[src/mntts_pkg.sv]
// Package for the MIDI note to tone segment block.
// Holds the note-to-frequency table, the segment stage phases and the item
// struct passed between the event stage and the segment stage. No dependencies.
package mntts_pkg;

   localparam int unsigned NOTE_W  = 7;
   localparam int unsigned TICKS_W = 28;
   localparam int unsigned MPT_W   = 26;
   localparam int unsigned FREQ_W  = 14;
   localparam int unsigned DUR_W   = 16;
   localparam int unsigned PROD_W  = TICKS_W + MPT_W;
   localparam int unsigned FRAC_W  = 16;

   localparam logic [MPT_W-1:0] MPT_RESET   = MPT_W'(68267);
   localparam logic [DUR_W-1:0] DUR_SAT_MAX = '1;

   // floor(8.175798916 * 2^(n/12)) Hz for each MIDI note number.
   localparam logic [FREQ_W-1:0] TONE_TABLE [128] = '{
      14'd8,     14'd8,     14'd9,     14'd9,     14'd10,    14'd10,
      14'd11,    14'd12,    14'd12,    14'd13,    14'd14,    14'd15,
      14'd16,    14'd17,    14'd18,    14'd19,    14'd20,    14'd21,
      14'd23,    14'd24,    14'd25,    14'd27,    14'd29,    14'd30,
      14'd32,    14'd34,    14'd36,    14'd38,    14'd41,    14'd43,
      14'd46,    14'd48,    14'd51,    14'd55,    14'd58,    14'd61,
      14'd65,    14'd69,    14'd73,    14'd77,    14'd82,    14'd87,
      14'd92,    14'd97,    14'd103,   14'd110,   14'd116,   14'd123,
      14'd130,   14'd138,   14'd146,   14'd155,   14'd164,   14'd174,
      14'd184,   14'd195,   14'd207,   14'd220,   14'd233,   14'd246,
      14'd261,   14'd277,   14'd293,   14'd311,   14'd329,   14'd349,
      14'd369,   14'd391,   14'd415,   14'd440,   14'd466,   14'd493,
      14'd523,   14'd554,   14'd587,   14'd622,   14'd659,   14'd698,
      14'd739,   14'd783,   14'd830,   14'd880,   14'd932,   14'd987,
      14'd1046,  14'd1108,  14'd1174,  14'd1244,  14'd1318,  14'd1396,
      14'd1479,  14'd1567,  14'd1661,  14'd1760,  14'd1864,  14'd1975,
      14'd2093,  14'd2217,  14'd2349,  14'd2489,  14'd2637,  14'd2793,
      14'd2959,  14'd3135,  14'd3322,  14'd3520,  14'd3729,  14'd3951,
      14'd4186,  14'd4434,  14'd4698,  14'd4978,  14'd5274,  14'd5587,
      14'd5919,  14'd6271,  14'd6644,  14'd7040,  14'd7458,  14'd7902,
      14'd8372,  14'd8869,  14'd9397,  14'd9956,  14'd10548, 14'd11175,
      14'd11839, 14'd12543
   };

   typedef enum logic [1:0] {
      PH_SEGMENT,
      PH_FLUSH,
      PH_TERMINATE
   } phase_type;

   typedef struct packed {
      logic [FREQ_W-1:0] frequency;
      logic [DUR_W-1:0]  duration;
      logic              has_ticks;
      logic              end_mark;
   } seg_item_type;

endpackage

[src/mntts_event_stage.sv]
// Event stage: input register, frequency lookup and tick-to-ms multiply.
// Depends on mntts_pkg for the tone table, widths and the item struct.
module mntts_event_stage
   import mntts_pkg::*;
(
   input  logic               clock,
   input  logic               reset,
   input  logic               req_valid,
   output logic               req_stall,
   input  logic [NOTE_W-1:0]  req_note_number,
   input  logic               req_note_on,
   input  logic [TICKS_W-1:0] req_ticks_to_next,
   input  logic               req_end_of_sequence,
   input  logic [MPT_W-1:0]   ms_per_tick,
   output logic               item_valid,
   input  logic               item_stall,
   output seg_item_type       item
);

   logic               valid_ff, valid_in;
   logic [NOTE_W-1:0]  note_ff;
   logic               on_ff;
   logic [TICKS_W-1:0] ticks_ff;
   logic               end_ff;
   logic               accept;
   logic [PROD_W-1:0]  product;

   assign req_stall = valid_ff && item_stall;
   assign accept    = req_valid && !req_stall;
   assign valid_in  = accept || (valid_ff && item_stall);

   always_ff @(posedge clock) begin
      if (reset) begin
         valid_ff <= 1'b0;
      end else begin
         valid_ff <= valid_in;
      end
   end

   always_ff @(posedge clock) begin
      if (accept) begin
         note_ff  <= req_note_number;
         on_ff    <= req_note_on;
         ticks_ff <= req_ticks_to_next;
         end_ff   <= req_end_of_sequence;
      end
   end

   assign product = PROD_W'(ticks_ff) * PROD_W'(ms_per_tick);

   always_comb begin
      item.frequency = on_ff ? TONE_TABLE[note_ff] : '0;
      // Anything above the 16 integer bits kept saturates the duration.
      if (product[PROD_W-1:FRAC_W+DUR_W] != '0) begin
         item.duration = DUR_SAT_MAX;
      end else begin
         item.duration = product[FRAC_W+DUR_W-1:FRAC_W];
      end
      item.has_ticks = (ticks_ff != '0);
      item.end_mark  = end_ff;
   end

   assign item_valid = valid_ff;

endmodule

[src/mntts_segment_ctrl.sv]
// Segment stage: holds the pending segment, merges equal frequencies and
// sequences flush and terminator results into the output register.
// Depends on mntts_pkg for the phase enum and the item struct.
module mntts_segment_ctrl
   import mntts_pkg::*;
(
   input  logic              clock,
   input  logic              reset,
   input  logic              item_valid,
   output logic              item_stall,
   input  seg_item_type      item,
   output logic              rsp_valid,
   input  logic              rsp_stall,
   output logic [DUR_W-1:0]  rsp_duration_ms,
   output logic [FREQ_W-1:0] rsp_frequency_hz,
   output logic              rsp_last_segment
);

   logic              cur_valid_ff, cur_valid_in;
   seg_item_type      cur_ff;
   phase_type         phase_ff, phase_in;
   logic              pend_valid_ff, pend_valid_in;
   logic [FREQ_W-1:0] pend_freq_ff, pend_freq_in;
   logic [DUR_W-1:0]  pend_dur_ff, pend_dur_in;
   logic              out_valid_ff, out_valid_in;
   logic [DUR_W-1:0]  out_dur_ff;
   logic [FREQ_W-1:0] out_freq_ff;
   logic              out_last_ff;

   logic              emit;
   logic [DUR_W-1:0]  emit_dur;
   logic [FREQ_W-1:0] emit_freq;
   logic              emit_last;
   logic              final_step;
   logic              out_free;
   logic              step_go;
   logic              item_done;
   logic              load;

   assign out_free  = !out_valid_ff || !rsp_stall;
   assign step_go   = cur_valid_ff && (!emit || out_free);
   assign item_done = step_go && final_step;
   assign item_stall = cur_valid_ff && !item_done;
   assign load      = item_valid && !item_stall;
   assign cur_valid_in = load || (cur_valid_ff && !item_done);

   // What the current step emits and how it changes the pending segment.
   always_comb begin
      emit          = 1'b0;
      emit_dur      = '0;
      emit_freq     = '0;
      emit_last     = 1'b0;
      final_step    = 1'b0;
      pend_valid_in = pend_valid_ff;
      pend_freq_in  = pend_freq_ff;
      pend_dur_in   = pend_dur_ff;
      unique case (phase_ff)
         PH_SEGMENT: begin
            if (cur_ff.has_ticks) begin
               if (pend_valid_ff && (cur_ff.frequency == pend_freq_ff)) begin
                  pend_dur_in = pend_dur_ff + cur_ff.duration;
               end else begin
                  emit          = pend_valid_ff;
                  emit_dur      = pend_dur_ff;
                  emit_freq     = pend_freq_ff;
                  pend_valid_in = 1'b1;
                  pend_freq_in  = cur_ff.frequency;
                  pend_dur_in   = cur_ff.duration;
               end
            end
            final_step = !cur_ff.end_mark;
         end
         PH_FLUSH: begin
            emit          = pend_valid_ff;
            emit_dur      = pend_dur_ff;
            emit_freq     = pend_freq_ff;
            pend_valid_in = 1'b0;
            pend_freq_in  = '0;
            pend_dur_in   = '0;
         end
         PH_TERMINATE: begin
            emit       = 1'b1;
            emit_last  = 1'b1;
            final_step = 1'b1;
         end
         default: begin
            final_step = 1'b1;
         end
      endcase
   end

   // Next phase; every item starts and ends in the segment phase.
   always_comb begin
      phase_in = phase_ff;
      if (step_go) begin
         if (final_step) begin
            phase_in = PH_SEGMENT;
         end else begin
            unique case (phase_ff)
               PH_SEGMENT: phase_in = PH_FLUSH;
               PH_FLUSH:   phase_in = PH_TERMINATE;
               default:    phase_in = PH_SEGMENT;
            endcase
         end
      end
   end

   assign out_valid_in = (step_go && emit) || (out_valid_ff && rsp_stall);

   always_ff @(posedge clock) begin
      if (reset) begin
         cur_valid_ff  <= 1'b0;
         phase_ff      <= PH_SEGMENT;
         pend_valid_ff <= 1'b0;
         pend_freq_ff  <= '0;
         pend_dur_ff   <= '0;
         out_valid_ff  <= 1'b0;
      end else begin
         cur_valid_ff <= cur_valid_in;
         phase_ff     <= phase_in;
         out_valid_ff <= out_valid_in;
         if (step_go) begin
            pend_valid_ff <= pend_valid_in;
            pend_freq_ff  <= pend_freq_in;
            pend_dur_ff   <= pend_dur_in;
         end
      end
   end

   always_ff @(posedge clock) begin
      if (load) begin
         cur_ff <= item;
      end
      if (step_go && emit) begin
         out_dur_ff  <= emit_dur;
         out_freq_ff <= emit_freq;
         out_last_ff <= emit_last;
      end
   end

   assign rsp_valid        = out_valid_ff;
   assign rsp_duration_ms  = out_dur_ff;
   assign rsp_frequency_hz = out_freq_ff;
   assign rsp_last_segment = out_last_ff;

endmodule

[src/midi_note_to_tone_segments.sv]
// Path: a result passes the input register, the segment stage's current-item
// register and the output register once accepted, when the output is free.
// Throughput: one transaction per cycle while nothing stalls; an end-marked
// event holds the segment stage through its segment, flush and terminator steps.
// Reset: synchronous; empties the pipeline, clears the pending segment and
// sets the ms-per-tick register to 68267.
module midi_note_to_tone_segments
   import mntts_pkg::*;
(
   input  logic               clock,
   input  logic               reset,
   input  logic               csr_write_enable,
   input  logic [MPT_W-1:0]   csr_write_data,
   input  logic               req_valid,
   output logic               req_stall,
   input  logic [NOTE_W-1:0]  req_note_number,
   input  logic               req_note_on,
   input  logic [TICKS_W-1:0] req_ticks_to_next,
   input  logic               req_end_of_sequence,
   output logic               rsp_valid,
   input  logic               rsp_stall,
   output logic [DUR_W-1:0]   rsp_duration_ms,
   output logic [FREQ_W-1:0]  rsp_frequency_hz,
   output logic               rsp_last_segment
);

   logic [MPT_W-1:0] ms_per_tick_ff;
   logic             item_valid;
   logic             item_stall;
   seg_item_type     item;

   always_ff @(posedge clock) begin
      if (reset) begin
         ms_per_tick_ff <= MPT_RESET;
      end else if (csr_write_enable) begin
         ms_per_tick_ff <= csr_write_data;
      end
   end

   mntts_event_stage u_event_stage (
      .clock               (clock),
      .reset               (reset),
      .req_valid           (req_valid),
      .req_stall           (req_stall),
      .req_note_number     (req_note_number),
      .req_note_on         (req_note_on),
      .req_ticks_to_next   (req_ticks_to_next),
      .req_end_of_sequence (req_end_of_sequence),
      .ms_per_tick         (ms_per_tick_ff),
      .item_valid          (item_valid),
      .item_stall          (item_stall),
      .item                (item)
   );

   mntts_segment_ctrl u_segment_ctrl (
      .clock            (clock),
      .reset            (reset),
      .item_valid       (item_valid),
      .item_stall       (item_stall),
      .item             (item),
      .rsp_valid        (rsp_valid),
      .rsp_stall        (rsp_stall),
      .rsp_duration_ms  (rsp_duration_ms),
      .rsp_frequency_hz (rsp_frequency_hz),
      .rsp_last_segment (rsp_last_segment)
   );

endmodule

[config.mk]
export PLATFORM = sky130hd
export DESIGN_NAME = midi_note_to_tone_segments
export DESIGN_NICKNAME = d
export VERILOG_FILES = /design/src/mntts_pkg.sv /design/src/mntts_event_stage.sv /design/src/mntts_segment_ctrl.sv /design/src/midi_note_to_tone_segments.sv
export SDC_FILE = /design/constraint.sdc
export NUM_CORES = 2
export LEC_CHECK = 0
export BUFFER_PORTS_ARGS = -buffer_cell sky130_fd_sc_hd__buf_2
export CAP_MARGIN = 20
export CORE_UTILIZATION = 60
export CTS_BUF_LIST = sky130_fd_sc_hd__clkbuf_8 sky130_fd_sc_hd__clkbuf_16
export DETAILED_ROUTE_END_ITERATION = 8
export GPL_TIMING_DRIVEN = 0
export PLACE_DENSITY = 0.8
export SLEW_MARGIN = 20
export SYNTH_ARGS = -nofsm -noshare
export SYNTH_HDL_FRONTEND = slang
export SYNTH_HIERARCHICAL = 1
export SYNTH_SLANG_ARGS = --single-unit
[constraint.sdc]
create_clock -name clock -period 7.8 [get_ports clock]
set_input_delay 0.39 -clock clock [delete_from_list [all_inputs] [get_ports clock]]
set_output_delay 0.39 -clock clock [all_outputs]
set_load 0.05 [all_outputs]
# Yosys cells after proc, flatten, opt, wreduce, memory -nomap -nowiden
# Memory sizes are Yosys's and may differ from the RTL's. A register that Yosys moved wholly into a read port is not among the register bits.
# Index checks and enable logic that the tools add are counted.
# W data, S select, Z words.
dict set report op_classes {
  addsub 1
  multipliers 1
  n_eq_ne 5
  muxes 22
  bitwise 1
  n_reduce_logical 28
}
# op count
set ops {}
lappend ops {{$mux W16} 4}
lappend ops {{$pmux W16 S2} 2}
lappend ops {{$mux W14} 4}
lappend ops {{$pmux W14 S2} 2}
lappend ops {{$mul A28 B26 Y54} 1}
lappend ops {{$reduce_bool A28 Y1} 1}
lappend ops {{$reduce_bool A22 Y1} 1}
lappend ops {{$add A16 B16 Y16} 1}
lappend ops {{$eq A14 B14 Y1} 1}
lappend ops {{$logic_and A1 B1 Y1} 9}
lappend ops {{$logic_not A1 Y1} 8}
lappend ops {{$not A7 Y8} 1}
lappend ops {{$logic_or A1 B1 Y1} 5}
lappend ops {{$mux W1} 5}
lappend ops {{$pmux W1 S2} 2}
lappend ops {{$pmux W2 S2} 1}
lappend ops {{$reduce_and A4 Y1} 1}
lappend ops {{$pmux W1 S3} 1}
lappend ops {{$reduce_and A3 Y1} 1}
lappend ops {{$eq A2 B1 Y1 const B} 1}
lappend ops {{$eq A2 B2 Y1 const B} 1}
lappend ops {{$logic_not A2 Y1} 1}
lappend ops {{$mux W2} 1}
lappend ops {{$ne A2 B1 Y1 const B} 1}
lappend ops {{2 further kinds} 2}
dict set report totals {
  register_bits 148
  rom_bits 1792
  wordCells 77
  n_memories 1
}
# name depth word_bits read_ports rd_ports_with_merged_regs wr line
set memory_table {}
lappend memory_table {{(no name shown)} 128 14 1 1 0 mntts_event_stage.sv:52} ;# item.frequency = on_ff ? TONE_TABLE[note_ff] : '0;

# Depth between registers and ports, before layout
dict set report depth {
  word_depth 15
  ltp_mapped 28
}

# Cells and area by module
# The synthesis kept the hierarchy.
# mod n_inst cells_each area_per_inst_um2 seq_area_each_um2
set modules_own_cells {}
lappend modules_own_cells {mntts_event_stage 1 3067 27057.2 1131.1}
lappend modules_own_cells {mntts_segment_ctrl 1 370 4374.2 2592.5}
lappend modules_own_cells {midi_note_to_tone_segments 1 84 962.2 520.5}

# Worst setup path after synthesis
# No wires, ideal clock.
dict set report synth_timing {
  path_kind {flip-flop to flip-flop}
  start {reg ms_per_tick_ff[5]}
  end {reg u_segment_ctrl/cur_ff[10] (netlist bit), data pin}
  setup_ns 0.267
  arrival_time_ns 7.098
  path_slack_ns 0.435
  stages_incl_launch_ff 28
  n_path_buf 4
  cell_sequence {dfxtp_1 > clkbuf_1 > clkbuf_1 > nand2_1 > fa_1 > inv_1 > fa_1 > inv_1 > fa_1 > inv_1 > fa_1 > inv_1 > fa_1 > inv_1 > fa_1 > fa_1 > ha_1 > buf_2 > nand4_1 > nor3_1 > o211ai_1 > nand3_1 > mux2i_1 > o221ai_1 > or4_4 > nor4_4 > buf_6 > nand4_1}
}
dict set report synth_via {
  elab_chain_len 2
}
# item line
set synth_rtl {}
lappend synth_rtl {{start: declaration} midi_note_to_tone_segments.sv:27} ;# logic [MPT_W-1:0] ms_per_tick_ff;
lappend synth_rtl {{start signal: assignment} midi_note_to_tone_segments.sv:36} ;# ms_per_tick_ff <= csr_write_data;
lappend synth_rtl {{$mul A28 B26 Y54 (*)} mntts_event_stage.sv:49} ;# assign product = PROD_W'(ticks_ff) * PROD_W'(ms_per_tick);
lappend synth_rtl {{$reduce_bool A22 Y1} mntts_event_stage.sv:54} ;# if (product[PROD_W-1:FRAC_W+DUR_W] != '0) begin
lappend synth_rtl {{end signal: assignment} mntts_segment_ctrl.sv:132} ;# cur_ff <= item;
lappend synth_rtl {{end: declaration} mntts_segment_ctrl.sv:20} ;# seg_item_type cur_ff;
# Mark *: on every way between the ends. The rest lies on a longest branch, timed or not.
# A chain may end at the register's enable or synchronous reset.

# Worst setup path in the final report
dict set report layout_timing {
  start {reg ms_per_tick_ff[22]}
  end {reg u_segment_ctrl/cur_ff[14] (netlist bit), data pin}
}
# The elaborated chain is that of the path after synthesis.

==> impl_results.md <==
* Critical R2R Launch: ms_per_tick_ff[22]$_SDFFE_PP0P_
* ANT nets after route at 0
* Post-route clock period utilization at 101%
* Worst skew pair latency at 0.51 ns
* Number of cells produced by synthesis at 3521
* Vias at 27800
* Worst Tran Pin Value at 0.920 ns
* First-pass GRT wire length at 157000 um
* Synth Area per Inst at 9.20 sq um
* Most used DFF post-synth: edfxtp_1
* First-pass DRT Iterations at 8
* Worst Setup End Kind: register
* Top delay family on crit path: adder cells
* Cell taking the most area after synthesis: fa_1
* Row cnt at 84
* Vias in the first global route at 27600
* Final Non-Filler Cells at 4475
* Top post-synthesis cells by area: fa_1 38%, and2_1 10%, edfxtp_1 9.3%
* Max_cap viols at 0
* Crit Path Category: reg -> reg
* Post-route minimum period at 7.91 ns
* Area growth from synthesis to layout at 13.3%
* Final Hold Vio Count at 0
* Ports at 101
* EDFF count, synth at 100
* Synth warnings at 6
* Worst reg2reg setup slack at -0.11 ns
* Worst EP arrival at 8.13 ns
* Buf+Inv Stages, Crit Path at 5
* Synthesized net count at 4419
* GRT Total Usage at 39.4%
* Post-synth top area share at 38.4%
* Ys async rst share at 0%
* Routed wire length at 108000 um
* Clock sink count at 162
* RSZ-0062 raised after global routing: yes
* Post-synth cell types at 89
* Crit-path slowest cell: fa_1
* PortBufs at 100
* FF-to-FF path depth at 23
* Initial Utilization at 61.2%
* First DRT Iteration DRCs at 2729
* Worst hold path class: in -> reg
* Routability cong. at 1.03
* WP data required at 8.02 ns
* Slew HR at 38.1%
* Wire per inst at 24.1 um
* H-Tree Depth at 4
* Clock buffer depth at 2
* Initial antenna violation count at 9
* Layout cell share with drive strength beyond 1 at 15.1%
* Nets at 4664
* Dpl cells at 4311
* Sequential area share after synthesis at 13.1%
* Crit path cell chain: clkbuf_2, and2_1, fa_1, inv_1, fa_1, fa_1, fa_1, fa_1, fa_1, fa_1, inv_1, ha_1, buf_6, nand4_1, or3_4, a2bb2oi_2, a21oi_2, a211oi_2, xnor2_1, or4_4, nor4_4, buf_4, nand4_1
* Endpoints failing setup at 16
* Hold_buf cts at 0
* DP Wirelength at 82100 um
* Final setup margin at -0.109 ns
* Most frequent cells after synthesis: 673 x inv_1, 622 x fa_1, 517 x and2_1
* Top-count cell post-synth: inv_1
* Violated checks: negative setup slack
* Largest net degree at the start of global routing at 32
* RR Endpoint: u_segment_ctrl/cur_ff[14]$_DFFE_PP_
* Status: complete, but fails checks
* Crit Path Max Fanout at 11
* Grt ovf at 0
* Worst Hold Launch: req_ticks_to_next[22]
* Slew Viols, Final at 0
* Root Buffer Master: clkbuf_16
* Mapped Area at 0.0324 sq mm
* Chip width at 234 um
* CORE AREA at 0.0530 sq mm
* Most common cell type on the critical path: fa_1
* Die ar. at 0.0549 sq mm
* Hold Path Stages at 1
* FF+latch count, synth at 162
* Startpoint Class: register
* Clock skew at 0.0294 ns
* CTS tree: built
* Chip height at 234 um
* Vias/cell at 6.20
* Fmax at 126 MHz
* Worst path max stage delay at 0.62 ns
* Clock buffer count from CTS at 17
* Hold endpoint: u_event_stage/ticks_ff[22]$_DFFE_PP_
* Drc violations at 0
* Clock slew at reported path FFs at 0.09 ns
* Final TNS setup at -1.17 ns
[worst max-delay path by stage]
| stage | from | endpoint | slack [ns] | depth (start not counted) |
|---|---|---|---|---|
| floorplan | ms_per_tick_ff[5]$_SDFFE_PP1P_ | u_segment_ctrl/cur_ff[10]$_DFFE_PP_ | 0.43 | 27 |
| global placement | ms_per_tick_ff[12]$_SDFFE_PP0P_ | u_segment_ctrl/cur_ff[13]$_DFFE_PP_ | -1.42 | 26 |
| detailed placement | ms_per_tick_ff[12]$_SDFFE_PP0P_ | u_segment_ctrl/cur_ff[13]$_DFFE_PP_ | -1.48 | 26 |
| CTS | u_event_stage/ticks_ff[20]$_DFFE_PP_ | u_segment_ctrl/cur_ff[13]$_DFFE_PP_ | 0.0009 | 26 |
| global route | u_event_stage/ticks_ff[6]$_DFFE_PP_ | u_segment_ctrl/cur_ff[3]$_DFFE_PP_ | -0.19 | 28 |
| finish | ms_per_tick_ff[22]$_SDFFE_PP0P_ | u_segment_ctrl/cur_ff[14]$_DFFE_PP_ | -0.11 | 23 |
[sequential cells by signal, indices dropped and copies added (netlist names), 2 cells and up]
register and count:
u_segment_ctrl/rsp_frequency_hz 14, u_event_stage/note_ff 7, u_event_stage/ticks_ff 28, u_segment_ctrl/rsp_duration_ms 16, ms_per_tick_ff 26, u_segment_ctrl/pend_freq_ff 14, u_segment_ctrl/pend_dur_ff 16, u_segment_ctrl/phase_ff 2
u_segment_ctrl/cur_ff 32
[layout by cell type (no fill, tap or decap), types with 12 or more instances in the layout]
master | synthesis | routed
mux2i_1 | 38 | 38
buf_6 | 6 | 40
ha_1 | 208 | 200
a22o_1 | 15 | 15
and2_1 | 517 | 514
a21o_1 | 16 | 16
buf_8 | 1 | 15
fa_1 | 622 | 596
o21a_1 | 12 | 12
nand3_1 | 22 | 21
clkbuf_16 | 0 | 17
nor2_1 | 129 | 128
buf_4 | 1 | 143
o211ai_1 | 15 | 15
fa_2 | 0 | 26
xor2_1 | 16 | 16
a21oi_2 | 3 | 15
dfxtp_4 | 0 | 14
nor3_1 | 33 | 29
clkbuf_4 | 0 | 19
nand4_1 | 45 | 45
clkbuf_2 | 2 | 22
edfxtp_1 | 100 | 100
clkbuf_1 | 159 | 43
dfxtp_1 | 62 | 39
xnor2_1 | 37 | 36
nand2_1 | 342 | 338
a21oi_1 | 124 | 106
inv_1 | 673 | 662
buf_2 | 22 | 126
o21ai_0 | 76 | 72
a211oi_1 | 19 | 18
[cells by family after synthesis]
logic type | after synthesis | synth area share (%)
mux | 46 | 1.63
flops | 162 | 13.1
xor+xnor | 53 | 1.43
compound gates | 374 | 7.44
simple gates | 1183 | 19.5
buf+inv | 873 | 10.4
fa+ha+maj | 830 | 46.5
[timing repair]
item	in CTS	in global routing
pin swaps	8	78
cloned	0	1
endpoints found under the setup margin	16	16
hold endpoints to repair	0	0
buffers inserted	63	76
gates resized for setup	192	328
[layout make-up]
type / instances / area [sq um]
antenna: 8 / 20.0
tap: 688 / 861
clock inverter: 15 / 214
inverter: 673 / 2530
multi-input combinational: 2486 / 25300
buffer: 183 / 1340
fill: 3918 / 16300
clock buffer: 17 / 425
sequential: 162 / 4310
timing repair buffer: 243 / 1720
[metrics by stage]
stage,setup WS [ns],util [%],hold slack (ns),area (sq um)
finish,-0.109,69.3,0.0518,36700
global route,-0.186,69.2,0.0368,36700
CTS,0.000938,66.7,0.0222,35400
detailed placement,-1.48,63.8,0.465,33800
global placement,-1.42,63.7,0.434,33800
floorplan,0.435,-,0.425,32400
[layer usage]
| metal | GRT usage (%) | vias to the layer above | share of wire (%) | wire length (um) |
|---|---|---|---|---|
| met4 | 30.9 | 8 | 9.9 | 10600 |
| met2 | 60.3 | 1986 | 45 | 48200 |
| met5 | 1.07 | - | 0.17 | 178 |
| met1 | 46.1 | 13700 | 33 | 35700 |
| li1 | - | 11400 | - | - |
| met3 | 12.1 | 663 | 12 | 13100 |
Power is not shown: default switching activity piles up to over one toggle a cycle in this logic, so the estimate is an artifact.
